## config.mk

```make
export PLATFORM = sky130hd
export DESIGN_NAME = toy_word_machine_executor_top
export DESIGN_NICKNAME = d
export VERILOG_FILES = /design/src/design/twm_pkg.sv /design/src/design/twm_dpath.sv /design/src/design/twm_ctrl.sv /design/src/design/toy_word_machine_executor_top.sv
export SDC_FILE = /design/constraint.sdc
export NUM_CORES = 2
export LEC_CHECK = 0
export BUFFER_PORTS_ARGS = -buffer_cell sky130_fd_sc_hd__clkbuf_2
export CORE_ASPECT_RATIO = 0.9
export CORE_UTILIZATION = 40
export CTS_BUF_LIST = sky130_fd_sc_hd__clkbuf_2 sky130_fd_sc_hd__clkbuf_4 sky130_fd_sc_hd__clkbuf_8
export DETAILED_ROUTE_END_ITERATION = 8
export SLEW_MARGIN = 10
export SYNTH_ARGS = -nofsm -noshare
export SYNTH_HDL_FRONTEND = slang
export SYNTH_SLANG_ARGS = --single-unit
```

## constraint.sdc

```tcl
create_clock -name clk -period 8.88 [get_ports clk]
set_input_delay 0.888 -clock clk [delete_from_list [all_inputs] [get_ports clk]]
set_output_delay 0.888 -clock clk [all_outputs]
set_load 0.02 [all_outputs]
```

## src/design/twm_pkg.sv

```systemverilog
// Shared types, constants and helpers for the toy word machine.
// No dependencies; used by twm_ctrl, twm_dpath and the top level.
package twm_pkg;

  localparam int MEM_WORDS_DEF  = 100;
  localparam int CARD_WORDS_DEF = 10;
  localparam int BLOCK_STRIDE   = 10;
  localparam int ADDR_W         = 7;
  localparam int CNT_W          = 4;

  localparam logic [2:0] OP_NEW_JOB = 3'd0;
  localparam logic [2:0] OP_LOAD    = 3'd1;
  localparam logic [2:0] OP_START   = 3'd2;
  localparam logic [2:0] OP_DATA    = 3'd3;
  localparam logic [2:0] OP_STEP    = 3'd4;

  localparam logic [1:0] KIND_PRINT = 2'd0;
  localparam logic [1:0] KIND_HALT  = 2'd1;
  localparam logic [1:0] KIND_FAULT = 2'd2;

  localparam logic [1:0] FAULT_ADDR = 2'd0;
  localparam logic [1:0] FAULT_IC   = 2'd1;
  localparam logic [1:0] FAULT_FULL = 2'd2;

  localparam logic [7:0] CH_ZERO = 8'd48;
  localparam logic [7:0] CH_NINE = 8'd57;
  localparam logic [7:0] CH_G    = 8'h47;
  localparam logic [7:0] CH_D    = 8'h44;
  localparam logic [7:0] CH_P    = 8'h50;
  localparam logic [7:0] CH_H    = 8'h48;
  localparam logic [7:0] CH_L    = 8'h4C;
  localparam logic [7:0] CH_R    = 8'h52;
  localparam logic [7:0] CH_S    = 8'h53;
  localparam logic [7:0] CH_C    = 8'h43;
  localparam logic [7:0] CH_B    = 8'h42;
  localparam logic [7:0] CH_T    = 8'h54;

  typedef enum logic [1:0] {
    MODE_IDLE,
    MODE_RUN,
    MODE_WAIT
  } mode_t;

  typedef enum logic [2:0] {
    ST_IDLE,
    ST_DECODE,
    ST_OPER,
    ST_PRINT,
    ST_RESULT
  } state_t;

  typedef struct packed {
    logic [2:0]  op;
    logic [31:0] word;
  } in_item_t;

  typedef struct packed {
    logic [1:0]  kind;
    logic [31:0] out_word;
    logic [1:0]  fault_code;
    logic        last;
  } out_item_t;

  typedef struct packed {
    logic       clear_job;
    logic       load_wr;
    logic       start;
    logic       data_wr;
    logic       fetch;
    logic       mode_wr;
    mode_t      mode_val;
    logic       gd_set;
    logic       pd_start;
    logic       pd_next;
    logic       sr_wr;
    logic       op_rd;
    logic       lr_load;
    logic       cr_set;
    logic       bt_jump;
    logic       out_load;
    logic [1:0] out_kind;
    logic [1:0] out_code;
    logic       out_print;
    logic       out_last;
  } cmd_t;

  typedef struct packed {
    mode_t mode;
    logic  lp_full;
    logic  ic_over;
    logic  out_free;
    logic  is_gdpd;
    logic  is_get;
    logic  is_h;
    logic  is_lr;
    logic  is_sr;
    logic  is_cr;
    logic  is_bt;
    logic  blk_ok;
    logic  addr_ok;
    logic  cflag;
    logic  pd_last;
  } sts_t;

  function automatic logic is_digit(input logic [7:0] c);
    return (c >= CH_ZERO) && (c <= CH_NINE);
  endfunction

endpackage

```

## src/design/twm_dpath.sv

```systemverilog
// Datapath of the toy word machine: program memory with per-word valid bits,
// machine registers, instruction decode and the output register. Uses twm_pkg.
module twm_dpath #(
  parameter int MEM_WORDS  = twm_pkg::MEM_WORDS_DEF,
  parameter int CARD_WORDS = twm_pkg::CARD_WORDS_DEF
) (
  input  logic               clk,
  input  logic               rst,
  input  logic [31:0]        in_word,
  input  twm_pkg::cmd_t      cmd,
  output twm_pkg::sts_t      sts,
  output logic               out_valid,
  input  logic               out_stall,
  output twm_pkg::out_item_t out_data
);
  import twm_pkg::*;

  localparam int AW = $clog2(MEM_WORDS);

  logic [31:0]          mem [MEM_WORDS];
  logic [MEM_WORDS-1:0] vld;
  logic [31:0]          rd_data;
  logic                 rd_hit;
  logic [31:0]          rdata;

  logic [ADDR_W-1:0] ic;
  logic [ADDR_W-1:0] lp;
  logic [ADDR_W-1:0] base;
  logic [ADDR_W-1:0] pptr;
  logic [CNT_W-1:0]  cnt;
  logic [CNT_W-1:0]  cnt_inc;
  logic [CNT_W-1:0]  pcnt;
  logic [31:0]       gr;
  logic              cflag;
  mode_t             mode;

  logic [7:0]        c0, c1, c2, c3, d2, d3;
  logic              dig2, dig3;
  logic [ADDR_W-1:0] blk_addr;
  logic [ADDR_W-1:0] op_addr;
  logic [ADDR_W:0]   data_addr;
  logic              data_ok;

  logic              wr_en, rd_en;
  logic [ADDR_W-1:0] waddr, raddr;
  logic [31:0]       wdata;

  assign rdata = rd_hit ? rd_data : '0;

  assign c0 = rdata[31:24];
  assign c1 = rdata[23:16];
  assign c2 = rdata[15:8];
  assign c3 = rdata[7:0];
  assign d2 = c2 - CH_ZERO;
  assign d3 = c3 - CH_ZERO;
  assign dig2 = is_digit(c2);
  assign dig3 = is_digit(c3);
  assign blk_addr = {3'b000, d2[3:0]} * ADDR_W'(BLOCK_STRIDE);
  assign op_addr  = blk_addr + {3'b000, d3[3:0]};

  assign data_addr = {1'b0, base} + {4'b0000, cnt};
  assign data_ok   = data_addr < (ADDR_W + 1)'(MEM_WORDS);
  assign cnt_inc   = cnt + CNT_W'(1);

  always_comb begin
    wr_en = cmd.load_wr | (cmd.data_wr & data_ok) | cmd.sr_wr;
    waddr = lp;
    wdata = in_word;
    if (cmd.data_wr) begin
      waddr = data_addr[ADDR_W-1:0];
    end else if (cmd.sr_wr) begin
      waddr = op_addr;
      wdata = gr;
    end
  end

  always_comb begin
    rd_en = cmd.fetch | cmd.pd_start | cmd.pd_next | cmd.op_rd;
    raddr = ic;
    if (cmd.pd_start) begin
      raddr = blk_addr;
    end else if (cmd.pd_next) begin
      raddr = pptr + ADDR_W'(1);
    end else if (cmd.op_rd) begin
      raddr = op_addr;
    end
  end

  always_ff @(posedge clk) begin
    if (wr_en) begin
      mem[waddr[AW-1:0]] <= wdata;
    end
    if (rd_en) begin
      rd_data <= mem[raddr[AW-1:0]];
      rd_hit  <= vld[raddr[AW-1:0]];
    end
  end

  always_ff @(posedge clk) begin
    if (rst || cmd.clear_job) begin
      vld <= '0;
    end else if (wr_en) begin
      vld[waddr[AW-1:0]] <= 1'b1;
    end
  end

  always_ff @(posedge clk) begin
    if (rst || cmd.clear_job) begin
      ic    <= '0;
      lp    <= '0;
      base  <= '0;
      cnt   <= '0;
      gr    <= '0;
      cflag <= 1'b0;
      mode  <= MODE_IDLE;
    end else begin
      if (cmd.load_wr) begin
        lp <= lp + ADDR_W'(1);
      end
      if (cmd.start) begin
        ic   <= '0;
        cnt  <= '0;
        mode <= MODE_RUN;
      end
      if (cmd.data_wr) begin
        cnt <= cnt_inc;
        if (cnt_inc >= CNT_W'(CARD_WORDS)) begin
          mode <= MODE_RUN;
        end
      end
      if (cmd.fetch) begin
        ic <= ic + ADDR_W'(1);
      end
      if (cmd.mode_wr) begin
        mode <= cmd.mode_val;
      end
      if (cmd.gd_set) begin
        base <= blk_addr;
        cnt  <= '0;
        mode <= MODE_WAIT;
      end
      if (cmd.lr_load) begin
        gr <= rdata;
      end
      if (cmd.cr_set) begin
        cflag <= (rdata == gr);
      end
      if (cmd.bt_jump) begin
        ic <= op_addr;
      end
    end
  end

  always_ff @(posedge clk) begin
    if (cmd.pd_start) begin
      pptr <= blk_addr;
      pcnt <= '0;
    end else if (cmd.pd_next) begin
      pptr <= pptr + ADDR_W'(1);
      pcnt <= pcnt + CNT_W'(1);
    end
  end

  always_ff @(posedge clk) begin
    if (rst) begin
      out_valid <= 1'b0;
    end else if (cmd.out_load) begin
      out_valid <= 1'b1;
    end else if (!out_stall) begin
      out_valid <= 1'b0;
    end
  end

  always_ff @(posedge clk) begin
    if (cmd.out_load) begin
      out_data.kind       <= cmd.out_kind;
      out_data.out_word   <= cmd.out_print ? rdata : '0;
      out_data.fault_code <= cmd.out_code;
      out_data.last       <= cmd.out_last;
    end
  end

  always_comb begin
    sts.mode     = mode;
    sts.lp_full  = lp >= ADDR_W'(MEM_WORDS);
    sts.ic_over  = ic >= ADDR_W'(MEM_WORDS);
    sts.out_free = !out_valid || !out_stall;
    sts.is_gdpd  = ((c0 == CH_G) || (c0 == CH_P)) && (c1 == CH_D);
    sts.is_get   = c0 == CH_G;
    sts.is_h     = c0 == CH_H;
    sts.is_lr    = (c0 == CH_L) && (c1 == CH_R);
    sts.is_sr    = (c0 == CH_S) && (c1 == CH_R);
    sts.is_cr    = (c0 == CH_C) && (c1 == CH_R);
    sts.is_bt    = (c0 == CH_B) && (c1 == CH_T);
    sts.blk_ok   = dig2 &&
                   (({1'b0, blk_addr} + (ADDR_W + 1)'(CARD_WORDS)) <=
                    (ADDR_W + 1)'(MEM_WORDS));
    sts.addr_ok  = dig2 && dig3 && (op_addr < ADDR_W'(MEM_WORDS));
    sts.cflag    = cflag;
    sts.pd_last  = pcnt == CNT_W'(CARD_WORDS - 1);
  end

`ifndef SYNTHESIS
  a_data_only_waiting: assert property (@(posedge clk) disable iff (rst)
    cmd.data_wr |-> mode == MODE_WAIT)
    else $error("data beat written while not waiting for data");

  a_load_not_full: assert property (@(posedge clk) disable iff (rst)
    cmd.load_wr |-> lp < ADDR_W'(MEM_WORDS))
    else $error("program word written past end of memory");

  a_single_ends: assert property (@(posedge clk) disable iff (rst)
    (out_valid && out_data.kind != KIND_PRINT) |-> out_data.last)
    else $error("halt or fault beat not marked last");
`endif

endmodule

```

## src/design/twm_ctrl.sv

```systemverilog
// Sequencing controller of the toy word machine: decides per input beat and
// per instruction phase which datapath commands fire. Uses twm_pkg.
module twm_ctrl (
  input  logic          clk,
  input  logic          rst,
  input  logic          in_valid,
  output logic          in_stall,
  input  logic [2:0]    in_op,
  input  twm_pkg::sts_t sts,
  output twm_pkg::cmd_t cmd
);
  import twm_pkg::*;

  state_t     state, state_next;
  logic [1:0] res_kind, res_kind_next;
  logic [1:0] res_code, res_code_next;
  logic       oper_cr, oper_cr_next;
  logic       mem_op;

  assign mem_op = sts.is_lr || sts.is_sr || sts.is_cr || (sts.is_bt && sts.cflag);

  always_ff @(posedge clk) begin
    if (rst) begin
      state <= ST_IDLE;
    end else begin
      state <= state_next;
    end
  end

  always_ff @(posedge clk) begin
    res_kind <= res_kind_next;
    res_code <= res_code_next;
    oper_cr  <= oper_cr_next;
  end

  always_comb begin
    state_next    = state;
    res_kind_next = res_kind;
    res_code_next = res_code;
    oper_cr_next  = oper_cr;
    case (state)
      ST_IDLE: begin
        if (in_valid) begin
          case (in_op)
            OP_LOAD: begin
              if (sts.lp_full) begin
                state_next    = ST_RESULT;
                res_kind_next = KIND_FAULT;
                res_code_next = FAULT_FULL;
              end
            end
            OP_STEP: begin
              if (sts.mode == MODE_RUN) begin
                if (sts.ic_over) begin
                  state_next    = ST_RESULT;
                  res_kind_next = KIND_FAULT;
                  res_code_next = FAULT_IC;
                end else begin
                  state_next = ST_DECODE;
                end
              end
            end
            default: ;
          endcase
        end
      end
      ST_DECODE: begin
        state_next = ST_IDLE;
        if (sts.is_gdpd) begin
          if (!sts.blk_ok) begin
            state_next    = ST_RESULT;
            res_kind_next = KIND_FAULT;
            res_code_next = FAULT_ADDR;
          end else if (!sts.is_get) begin
            state_next = ST_PRINT;
          end
        end else if (sts.is_h) begin
          state_next    = ST_RESULT;
          res_kind_next = KIND_HALT;
          res_code_next = '0;
        end else if (mem_op && !sts.addr_ok) begin
          state_next    = ST_RESULT;
          res_kind_next = KIND_FAULT;
          res_code_next = FAULT_ADDR;
        end else if (sts.is_lr || sts.is_cr) begin
          state_next   = ST_OPER;
          oper_cr_next = sts.is_cr;
        end
      end
      ST_OPER: begin
        state_next = ST_IDLE;
      end
      ST_PRINT: begin
        if (sts.out_free && sts.pd_last) begin
          state_next = ST_IDLE;
        end
      end
      ST_RESULT: begin
        if (sts.out_free) begin
          state_next = ST_IDLE;
        end
      end
      default: begin
        state_next = ST_IDLE;
      end
    endcase
  end

  always_comb begin
    cmd      = '0;
    in_stall = state != ST_IDLE;
    case (state)
      ST_IDLE: begin
        if (in_valid) begin
          case (in_op)
            OP_NEW_JOB: cmd.clear_job = 1'b1;
            OP_LOAD:    cmd.load_wr   = !sts.lp_full;
            OP_START:   cmd.start     = 1'b1;
            OP_DATA:    cmd.data_wr   = sts.mode == MODE_WAIT;
            OP_STEP: begin
              if (sts.mode == MODE_RUN) begin
                if (sts.ic_over) begin
                  cmd.mode_wr  = 1'b1;
                  cmd.mode_val = MODE_IDLE;
                end else begin
                  cmd.fetch = 1'b1;
                end
              end
            end
            default: ;
          endcase
        end
      end
      ST_DECODE: begin
        if (sts.is_gdpd) begin
          if (!sts.blk_ok) begin
            cmd.mode_wr  = 1'b1;
            cmd.mode_val = MODE_IDLE;
          end else if (sts.is_get) begin
            cmd.gd_set = 1'b1;
          end else begin
            cmd.pd_start = 1'b1;
          end
        end else if (sts.is_h || (mem_op && !sts.addr_ok)) begin
          cmd.mode_wr  = 1'b1;
          cmd.mode_val = MODE_IDLE;
        end else if (mem_op) begin
          cmd.sr_wr   = sts.is_sr;
          cmd.op_rd   = sts.is_lr || sts.is_cr;
          cmd.bt_jump = sts.is_bt;
        end
      end
      ST_OPER: begin
        cmd.lr_load = !oper_cr;
        cmd.cr_set  = oper_cr;
      end
      ST_PRINT: begin
        if (sts.out_free) begin
          cmd.out_load  = 1'b1;
          cmd.out_kind  = KIND_PRINT;
          cmd.out_print = 1'b1;
          cmd.out_last  = sts.pd_last;
          cmd.pd_next   = !sts.pd_last;
        end
      end
      ST_RESULT: begin
        if (sts.out_free) begin
          cmd.out_load = 1'b1;
          cmd.out_kind = res_kind;
          cmd.out_code = res_code;
          cmd.out_last = 1'b1;
        end
      end
      default: ;
    endcase
  end

`ifndef SYNTHESIS
  a_load_when_free: assert property (@(posedge clk) disable iff (rst)
    cmd.out_load |-> sts.out_free)
    else $error("output register overwritten while holding a beat");

  a_fetch_in_range: assert property (@(posedge clk) disable iff (rst)
    cmd.fetch |-> (!sts.ic_over && sts.mode == MODE_RUN))
    else $error("instruction fetched out of range or while not running");

  a_print_ends: assert property (@(posedge clk) disable iff (rst)
    (state == ST_PRINT && cmd.out_load && cmd.out_last) |=> state == ST_IDLE)
    else $error("print sequence did not finish on its last word");
`endif

endmodule

```

## src/design/toy_word_machine_executor_top.sv

```systemverilog
// Toy word machine executor, top level.
// Input channel: in_valid / in_stall / in_data (op, word). Output channel:
// out_valid / out_stall / out_data (kind, out_word, fault_code, last).
// A beat moves when valid is high and stall is low at a rising edge.
// New job, start, data and accepted load beats are taken in the idle state;
// a load into a full memory passes to the result state to give its fault.
// A step beat fetches the instruction, then decodes it and accesses the
// operand; LR and CR add an operand state for the registered operand read
// from the program memory. Halt and decode faults go from decode to the
// result state, which loads the result. PD streams CARD_WORDS printed words
// after fetch and decode, one per cycle unless the output stalls, last marked.
// in_stall is high while a step or a fault result is in progress; the next
// beat is taken while a result still sits in the output register. When
// out_stall is high the output register holds and the sequencer waits on it
// while it holds a beat. Reset (rst, synchronous) empties the output register,
// returns the machine to idle and clears all machine registers but pptr and
// pcnt; memory words read as zero until written, through per-word valid bits
// that reset and new job clear. Depends on twm_pkg, twm_ctrl and twm_dpath.
module toy_word_machine_executor_top #(
  parameter int MEM_WORDS  = twm_pkg::MEM_WORDS_DEF,
  parameter int CARD_WORDS = twm_pkg::CARD_WORDS_DEF
) (
  input  logic               clk,
  input  logic               rst,
  input  logic               in_valid,
  output logic               in_stall,
  input  twm_pkg::in_item_t  in_data,
  output logic               out_valid,
  input  logic               out_stall,
  output twm_pkg::out_item_t out_data
);
  import twm_pkg::*;

  cmd_t cmd;
  sts_t sts;

  twm_ctrl u_ctrl (
    .clk      (clk),
    .rst      (rst),
    .in_valid (in_valid),
    .in_stall (in_stall),
    .in_op    (in_data.op),
    .sts      (sts),
    .cmd      (cmd)
  );

  twm_dpath #(
    .MEM_WORDS  (MEM_WORDS),
    .CARD_WORDS (CARD_WORDS)
  ) u_dpath (
    .clk       (clk),
    .rst       (rst),
    .in_word   (in_data.word),
    .cmd       (cmd),
    .sts       (sts),
    .out_valid (out_valid),
    .out_stall (out_stall),
    .out_data  (out_data)
  );

endmodule

```

After elaboration in Yosys (flattened, before gate mapping)

Memories as Yosys holds them, arrays and structs flattened. A register that Yosys moved wholly into a read port is not among the register bits.
Index checks and enable logic that the tools add are counted.

Register bits: 217
Latch bits: 0
Memory bits (writable): 3200
Bits in read-only memories: 0
Output and inout bits: 39
Logic and storage cells: 227
Memories kept: 1

$add $sub $neg: 10
Multiply operators: 1
Div/mod/pow operators: 0
Order comparisons: 13
Equal/unequal tests: 32
Shift operators: 0
Muxes and demuxes: 98
Bitwise logic cells: 10
Reductions and logical operators: 40

Memory list:

| memory      | words | width | read ports | clocked after Yosys merged registers in | write ports | line            | source |
|---|---|---|---|---|---|---|---|
| u_dpath.mem | 100   | 32    | 1          | 1                                       | 1           | twm_dpath.sv:20 | `logic [31:0] mem [MEM_WORDS];` |

Operators by type and width:

| kind                | count |
|---|---|
| $or 100x100->100    | 1 |
| $mux 32             | 3 |
| $eq 8x7->1 const B  | 10 |
| $mux 7              | 10 |
| $mux 2              | 31 |
| $mux 3              | 15 |
| $eq 32x32->1        | 1 |
| $add 7x1->7 const B | 3 |
| $mux 1              | 21 |
| $pmux 3 s2          | 3 |
| $ge 8x6->1 const B  | 2 |
| $le 8x6->1 const B  | 2 |
| $lt 7x8->1 const B  | 2 |
| $mux 4              | 4 |
| $pmux 2 s2          | 4 |
| $ge 7x7->1 const B  | 2 |
| $logic_and 1x1->1   | 14 |
| $eq 3x2->1 const B  | 4 |
| $pmux 3 s4          | 1 |
| $mux 5              | 2 |
| $ne 3x3->1 const B  | 3 |
| $add 4x1->4 const B | 2 |
| $add 7x4->8         | 1 |
| $add 7x4->8 const B | 1 |
| 34 further kinds    | 62 |

Logic depth before layout (Yosys ltp)

Depth in word-level cells: 19
Mapped depth: 26
Depth with buffers taken out: 16

Cells and area by module

Synthesis repeated with hierarchy kept, for this count alone.

Cell total of the unflattened synthesis: 9718
Area, all modules: 137584.5 um2

By module, submodules not included:

| module    | times used | cells an instance | area an instance (um2) |
|---|---|---|---|
| twm_dpath | 1          | 9629              | 136840.0 |
| twm_ctrl  | 1          | 89                | 744.5 |

Worst setup path before layout

No wires, ideal clock.

Path kind: flip-flop to flip-flop
From: register u_dpath.rd_hit
To: memory u_dpath.mem[27][0], enable pin
Setup time: 0.423 ns
Arrival time: 6.249 ns
Slack: 2.209 ns
Cell stages (with the launch flop): 19
Path through: edfxtp_1 -> clkbuf_1 -> clkbuf_1 -> clkbuf_1 -> clkbuf_1 -> and2_1 -> ha_1 -> ha_1 -> a211oi_1 -> or2_2 -> clkbuf_1 -> a41oi_1 -> a311oi_1 -> nor4bb_1 -> mux2_2 -> o21ai_0 -> nand4_1 -> clkbuf_1 -> nor2_1

Cells in the longest elaborated chain, start to end: 15
Elaborated cells between the ends (all ways): 46
Classes of those cells: 3 x add/sub; 1 x mul; 5 x order compare; 10 x eq/ne; 9 x mux; 1 x bitwise; 17 x reduce/logical

Ends and longest elaborated chain:

| what                         | line             | source |
|---|---|---|
| start: declaration           | twm_dpath.sv:23  | `logic rd_hit;` |
| start signal: assignment     | twm_dpath.sv:95  | `rd_hit <= vld[raddr[AW-1:0]];` |
| $mux 32 *                    | twm_dpath.sv:48  | `assign rdata = rd_hit ? rd_data : '0;` |
| $sub 4x1->4                  | twm_dpath.sv:54  | `assign d2 = c2 - CH_ZERO;` |
| $mul 4x3->6                  | twm_dpath.sv:58  | `assign blk_addr = {3'b000, d2[3:0]} * ADDR_W'(BLOCK_STRIDE);` |
| $add 7x4->7                  | twm_dpath.sv:59  | `assign op_addr = blk_addr + {3'b000, d3[3:0]};` |
| $lt 7x7->1                   | twm_dpath.sv:198 | `sts.addr_ok = dig2 && dig3 && (op_addr < ADDR_W'(MEM_WORDS));` |
| $logic_and 1x1->1            | twm_dpath.sv:198 |  |
| $logic_not 1->1              | twm_ctrl.sv:144  | `end else if (sts.is_h \|\| (mem_op && !sts.addr_ok)) begin` |
| $logic_and 1x1->1            | twm_ctrl.sv:144  |  |
| $logic_or 1x1->1             | twm_ctrl.sv:144  |  |
| $mux 2                       | twm_ctrl.sv:144  |  |
| $mux 2                       | twm_ctrl.sv:135  | `if (sts.is_gdpd) begin` |
| $mux 2                       | twm_ctrl.sv:112  | `case (state)` |
| $or 1x1->1                   | twm_dpath.sv:66  | `wr_en = cmd.load_wr \| (cmd.data_wr & data_ok) \| cmd.sr_wr;` |
| $mux 1                       | twm_dpath.sv:90  | `if (wr_en) begin` |
| $mux 1 (not written as such) | twm_dpath.sv:91  | `mem[waddr[AW-1:0]] <= wdata;` |
| end: declaration             | twm_dpath.sv:20  |  |

Every way passes the cells marked *; elsewhere a longest branch is shown, timed or not.

Worst setup path in the final report

From: register u_dpath.rd_data[10] (read register of u_dpath.mem)
To: register u_dpath.rd_data[23] (read register of u_dpath.mem) (data pin)

Cells in the longest elaborated chain, start to end: 15
Elaborated cells between the ends (all ways): 28
Classes of those cells: 3 x add/sub; 1 x mul; 4 x order compare; 10 x mux; 3 x bitwise; 7 x reduce/logical

Ends and longest elaborated chain:

| what                    | line             | source |
|---|---|---|
| start: declaration      | twm_dpath.sv:22  | `logic [31:0] rd_data;` |
| $mux 32 *               | twm_dpath.sv:48  |  |
| $sub 4x1->4 *           | twm_dpath.sv:54  |  |
| $mul 4x3->6 *           | twm_dpath.sv:58  |  |
| net u_dpath.blk_addr[3] | twm_dpath.sv:39  | `logic [ADDR_W-1:0] blk_addr;` |
| $add 7x4->7             | twm_dpath.sv:59  |  |
| $lt 7x7->1              | twm_dpath.sv:198 |  |
| $logic_and 1x1->1       | twm_dpath.sv:198 |  |
| $logic_not 1->1         | twm_ctrl.sv:144  |  |
| $logic_and 1x1->1       | twm_ctrl.sv:144  |  |
| $logic_or 1x1->1        | twm_ctrl.sv:144  |  |
| $mux 2                  | twm_ctrl.sv:144  |  |
| $mux 2                  | twm_ctrl.sv:135  |  |
| $mux 2                  | twm_ctrl.sv:112  |  |
| $mux 7                  | twm_dpath.sv:84  | `end else if (cmd.op_rd) begin` |
| $mux 7                  | twm_dpath.sv:82  | `end else if (cmd.pd_next) begin` |
| $mux 7                  | twm_dpath.sv:80  | `if (cmd.pd_start) begin` |

The timed path passes the listed nets; every way through them passes the cells marked *.
A chain may end at the register's enable or synchronous reset.

==> metrics.md <==
| Metric | Value |
|---|---|
| Syn. warnings | `0` |
| CTS Buffer Depth | `4` |
| Worst-path maximum fanout | `34` |
| Layout cells sized above 1 | `15.8%` |
| Initial drt markers | `12935` |
| H-tree levels | `6` |
| CTS tree | `yes` |
| Ys async rst share | `0%` |
| Final TNS setup | `0 ps` |
| Setup crit end kind | `register` |
| Post-CTS Setup Bufs | `0` |
| Hold crit path type | `in -> reg` |
| First-pass GRT wire length | `633 mm` |
| Max_slew headroom | `4.79%` |
| Total CTS buffers | `549` |
| All-Layer GR Usage | `25.7%` |
| Final cycle utilization of the critical path | `98.5%` |
| CP Data Required Time | `9550 ps` |
| Post-Route WL | `453 mm` |
| CP top delay family | `compound AO/OA/AOI/OAI gates` |
| DR vias/cell | `5.95` |
| Gpl congestion | `0.946` |
| Max cap viols | `0` |
| Initial antenna violation count | `26` |
| Top cells by count, synth | `edfxtp_1, nand2_1, nand3_1` |
| DR vias | `89141` |
| Avg Inst Size Synth | `14.1 sq um` |
| Layout area overhead | `13.5%` |
| Synth Flop Type | `edfxtp_1` |
| Max Clock Freq | `114 MHz` |
| Boundary Pins | `78` |
| Core Util, Final | `45.6%` |
| Critical path, cell by cell | `xor2_1 -> and2_1 -> ha_1 -> a41oi_1 -> a21bo_2 -> xor2_1 -> and3b_1 -> a311o_1 -> a21boi_0 -> or3_4 -> buf_12 -> buf_4 -> buf_4 -> nand2_1 -> a32o_1 -> a221oi_1 -> o22ai_1 -> o311ai_1` |
| Max IR drop VDD | `0.000130 V` |
| Post-cts gate resize count | `0` |
| Unrepaired setup endpoints after global routing | `false` |
| Yosys cell types | `87` |
| WL/cell | `30.3 um` |
| Remaining global-route overflow | `0` |
| Die area | `0.344 sq mm` |
| Top-area cell type share of the netlist area | `72.2%` |
| Root Driver | `clkbuf_8` |
| DP HPWL | `273 mm` |
| Vias in the first global route | `84143` |
| Nets | `10107` |
| DR DRC count | `0` |
| Floorplan row count | `203` |
| Critical Path AT | `9410 ps` |
| Worst-Skew Late Latency | `1070 ps` |
| Worst path slowest cell | `o311ai_1` |
| Hold Vio Cnt, Final | `0` |
| Die height | `556 um` |
| Syn Nets | `9723` |
| Slew @ Worst Pin | `1430 ps` |
| Clk_skew | `98.2 ps` |
| Cell taking the most area after synthesis | `edfxtp_1` |
| # port buffers | `77` |
| First-pass iteration count of the detailed router | `9` |
| Largest net degree at the start of global routing | `142` |
| # setup viols final | `0` |
| Post-Syn Area | `0.136 sq mm` |
| Number of buffers and inverters on the critical path | `3` |
| Worst Hold Launch | `rst` |
| WS Path Type | `reg -> reg` |
| Leakage | `51.1 nW` |
| Synth top area cells | `edfxtp_1, nand2_1, nand3_1` |
| Cts-stage hold buffer count | `0` |
| Startpoint types | `register` |
| Core area | `0.340 sq mm` |
| Post-Syn Instances | `9666` |
| Seq/Total Area, Yosys | `74.7%` |
| Pwr per Cell Area | `205 mW/mm^2` |
| EDFF count, synth | `3281` |
| Critical path startpoint | `u_dpath.rd_data[10]` |
| Top-count cell post-synth | `edfxtp_1` |
| Outcome | `complete, no violations` |
| CP max stage delay | `1200 ps` |
| Clk sink count | `3449` |
| Initial core utilization | `40.2%` |
| Min Tclk post-route | `8740 ps` |
| Reg clk slew, reported paths | `60 ps` |
| Slew Viols, Final | `0` |
| Detail Route Antenna Nets | `0` |
| Yosys reg bits | `3449` |
| Chip width | `618 um` |
| Reg2reg start | `u_dpath.rd_data[10]` |
==> power breakdown <==
group	total [mW]	internal (mW)	switching, mW
sequential	17.8	17.8	0.00222
combinational	0.463	0.0468	0.416
clock	13.4	7.12	6.32
==> cell families after synthesis <==
logic type	after synthesis	synth area share, %
simple gates	3834	12.2
flops	3449	74.7
compound gates	1279	6.47
buf+inv	639	2.05
mux	406	4.23
xor+xnor	41	0.263
fa+ha+maj	18	0.171
==> stage by stage <==
step / worst slack [ps] / total power [mW] / hold slack (ps) / instance area (sq um) / std cells
floorplan: 2210 / 18.3 / 435 / 136000 / 9666
global placement: 471 / 18.6 / 442 / 144000 / 14005
detailed placement: 437 / 18.6 / 448 / 144000 / 14006
CTS: 442 / 31.8 / 46.8 / 155000 / 14968
global route: 177 / 32.5 / 98.4 / 155000 / 14973
finish: 138 / 31.7 / 120 / 155000 / 14981
==> path summary, 6_finish.rpt <==
check | end | slack, ps | depth (start not counted)
min | u_ctrl.state[2] | 120 | 2
max reg2reg | u_dpath.rd_data[23] | 140 | 18
min reg2reg | u_dpath.vld[57] | 460 | 1
max | u_dpath.rd_data[23] | 140 | 18
==> worst reg2reg max path: cells and delay by family (launching register included) <==
| kind | cells | cell delay (ps) |
|---|---|---|
| AOI/OAI and AO/OA | 8 | 3810 |
| and+or+nand+nor | 4 | 1420 |
| buffers and inverters | 3 | 1400 |
| xor gates and xnor gates | 2 | 760 |
| DFF | 1 | 600 |
| adders and majority gates | 1 | 380 |
==> per-layer routing <==
metal  wire length (um)  vias up  share of wire (%)  GRT usage (%)
met2             199000     5448                 44           38.2
met5                 82        -              0.018              0
met3              53700      923                 12           6.95
met1             177000    45318                 39           34.9
met4              23600       14                5.2           12.3
li1                   -    37438                  -              -
==> state kept, by name (all words and copies together), names as in the netlist, 2 cells and up <==
name	flops
u_ctrl.res_code	2
u_ctrl.res_kind	2
u_ctrl.state	3
u_dpath.base	6
u_dpath.cnt	4
u_dpath.gr	32
u_dpath.ic	7
u_dpath.lp	7
u_dpath.mem	3200
u_dpath.mode	2
u_dpath.out_data	37
u_dpath.pcnt	4
u_dpath.pptr	7
u_dpath.rd_data	32
u_dpath.vld	100
==> cell usage in the layout, fill, tap and decap left out, types with 32 or more instances in the layout <==
cell type / count
a221oi_1: 44
clkinv_1: 98
edfxtp_1: 3281
clkbuf_2: 77
clkbuf_8: 580
clkbuf_4: 214
a22oi_1: 63
nor2_4: 109
a211oi_1: 134
o21a_1: 84
mux2i_1: 234
o21ai_0: 105
nor2_1: 174
nor3_1: 36
nand3_1: 856
mux4_2: 133
a21oi_1: 250
nand4_1: 82
a32oi_1: 112
mux2_4: 32
dfxtp_1: 168
a31oi_1: 208
buf_12: 45
o221ai_1: 32
and3_1: 160
buf_4: 327
nand2_1: 2274
o211ai_1: 32
o22ai_1: 49
==> final cells by class <==
class | count | area [sq um]
antenna | 10 | 25.0
clock buffer | 794 | 9590
clock inverter | 168 | 1020
fill | 29549 | 185000
inverter | 23 | 86.3
multi-input combinational | 5578 | 33000
sequential | 3449 | 102000
tap | 4510 | 5640
timing repair buffer | 449 | 3740
Note: power is estimated with default switching activity, not from simulation.
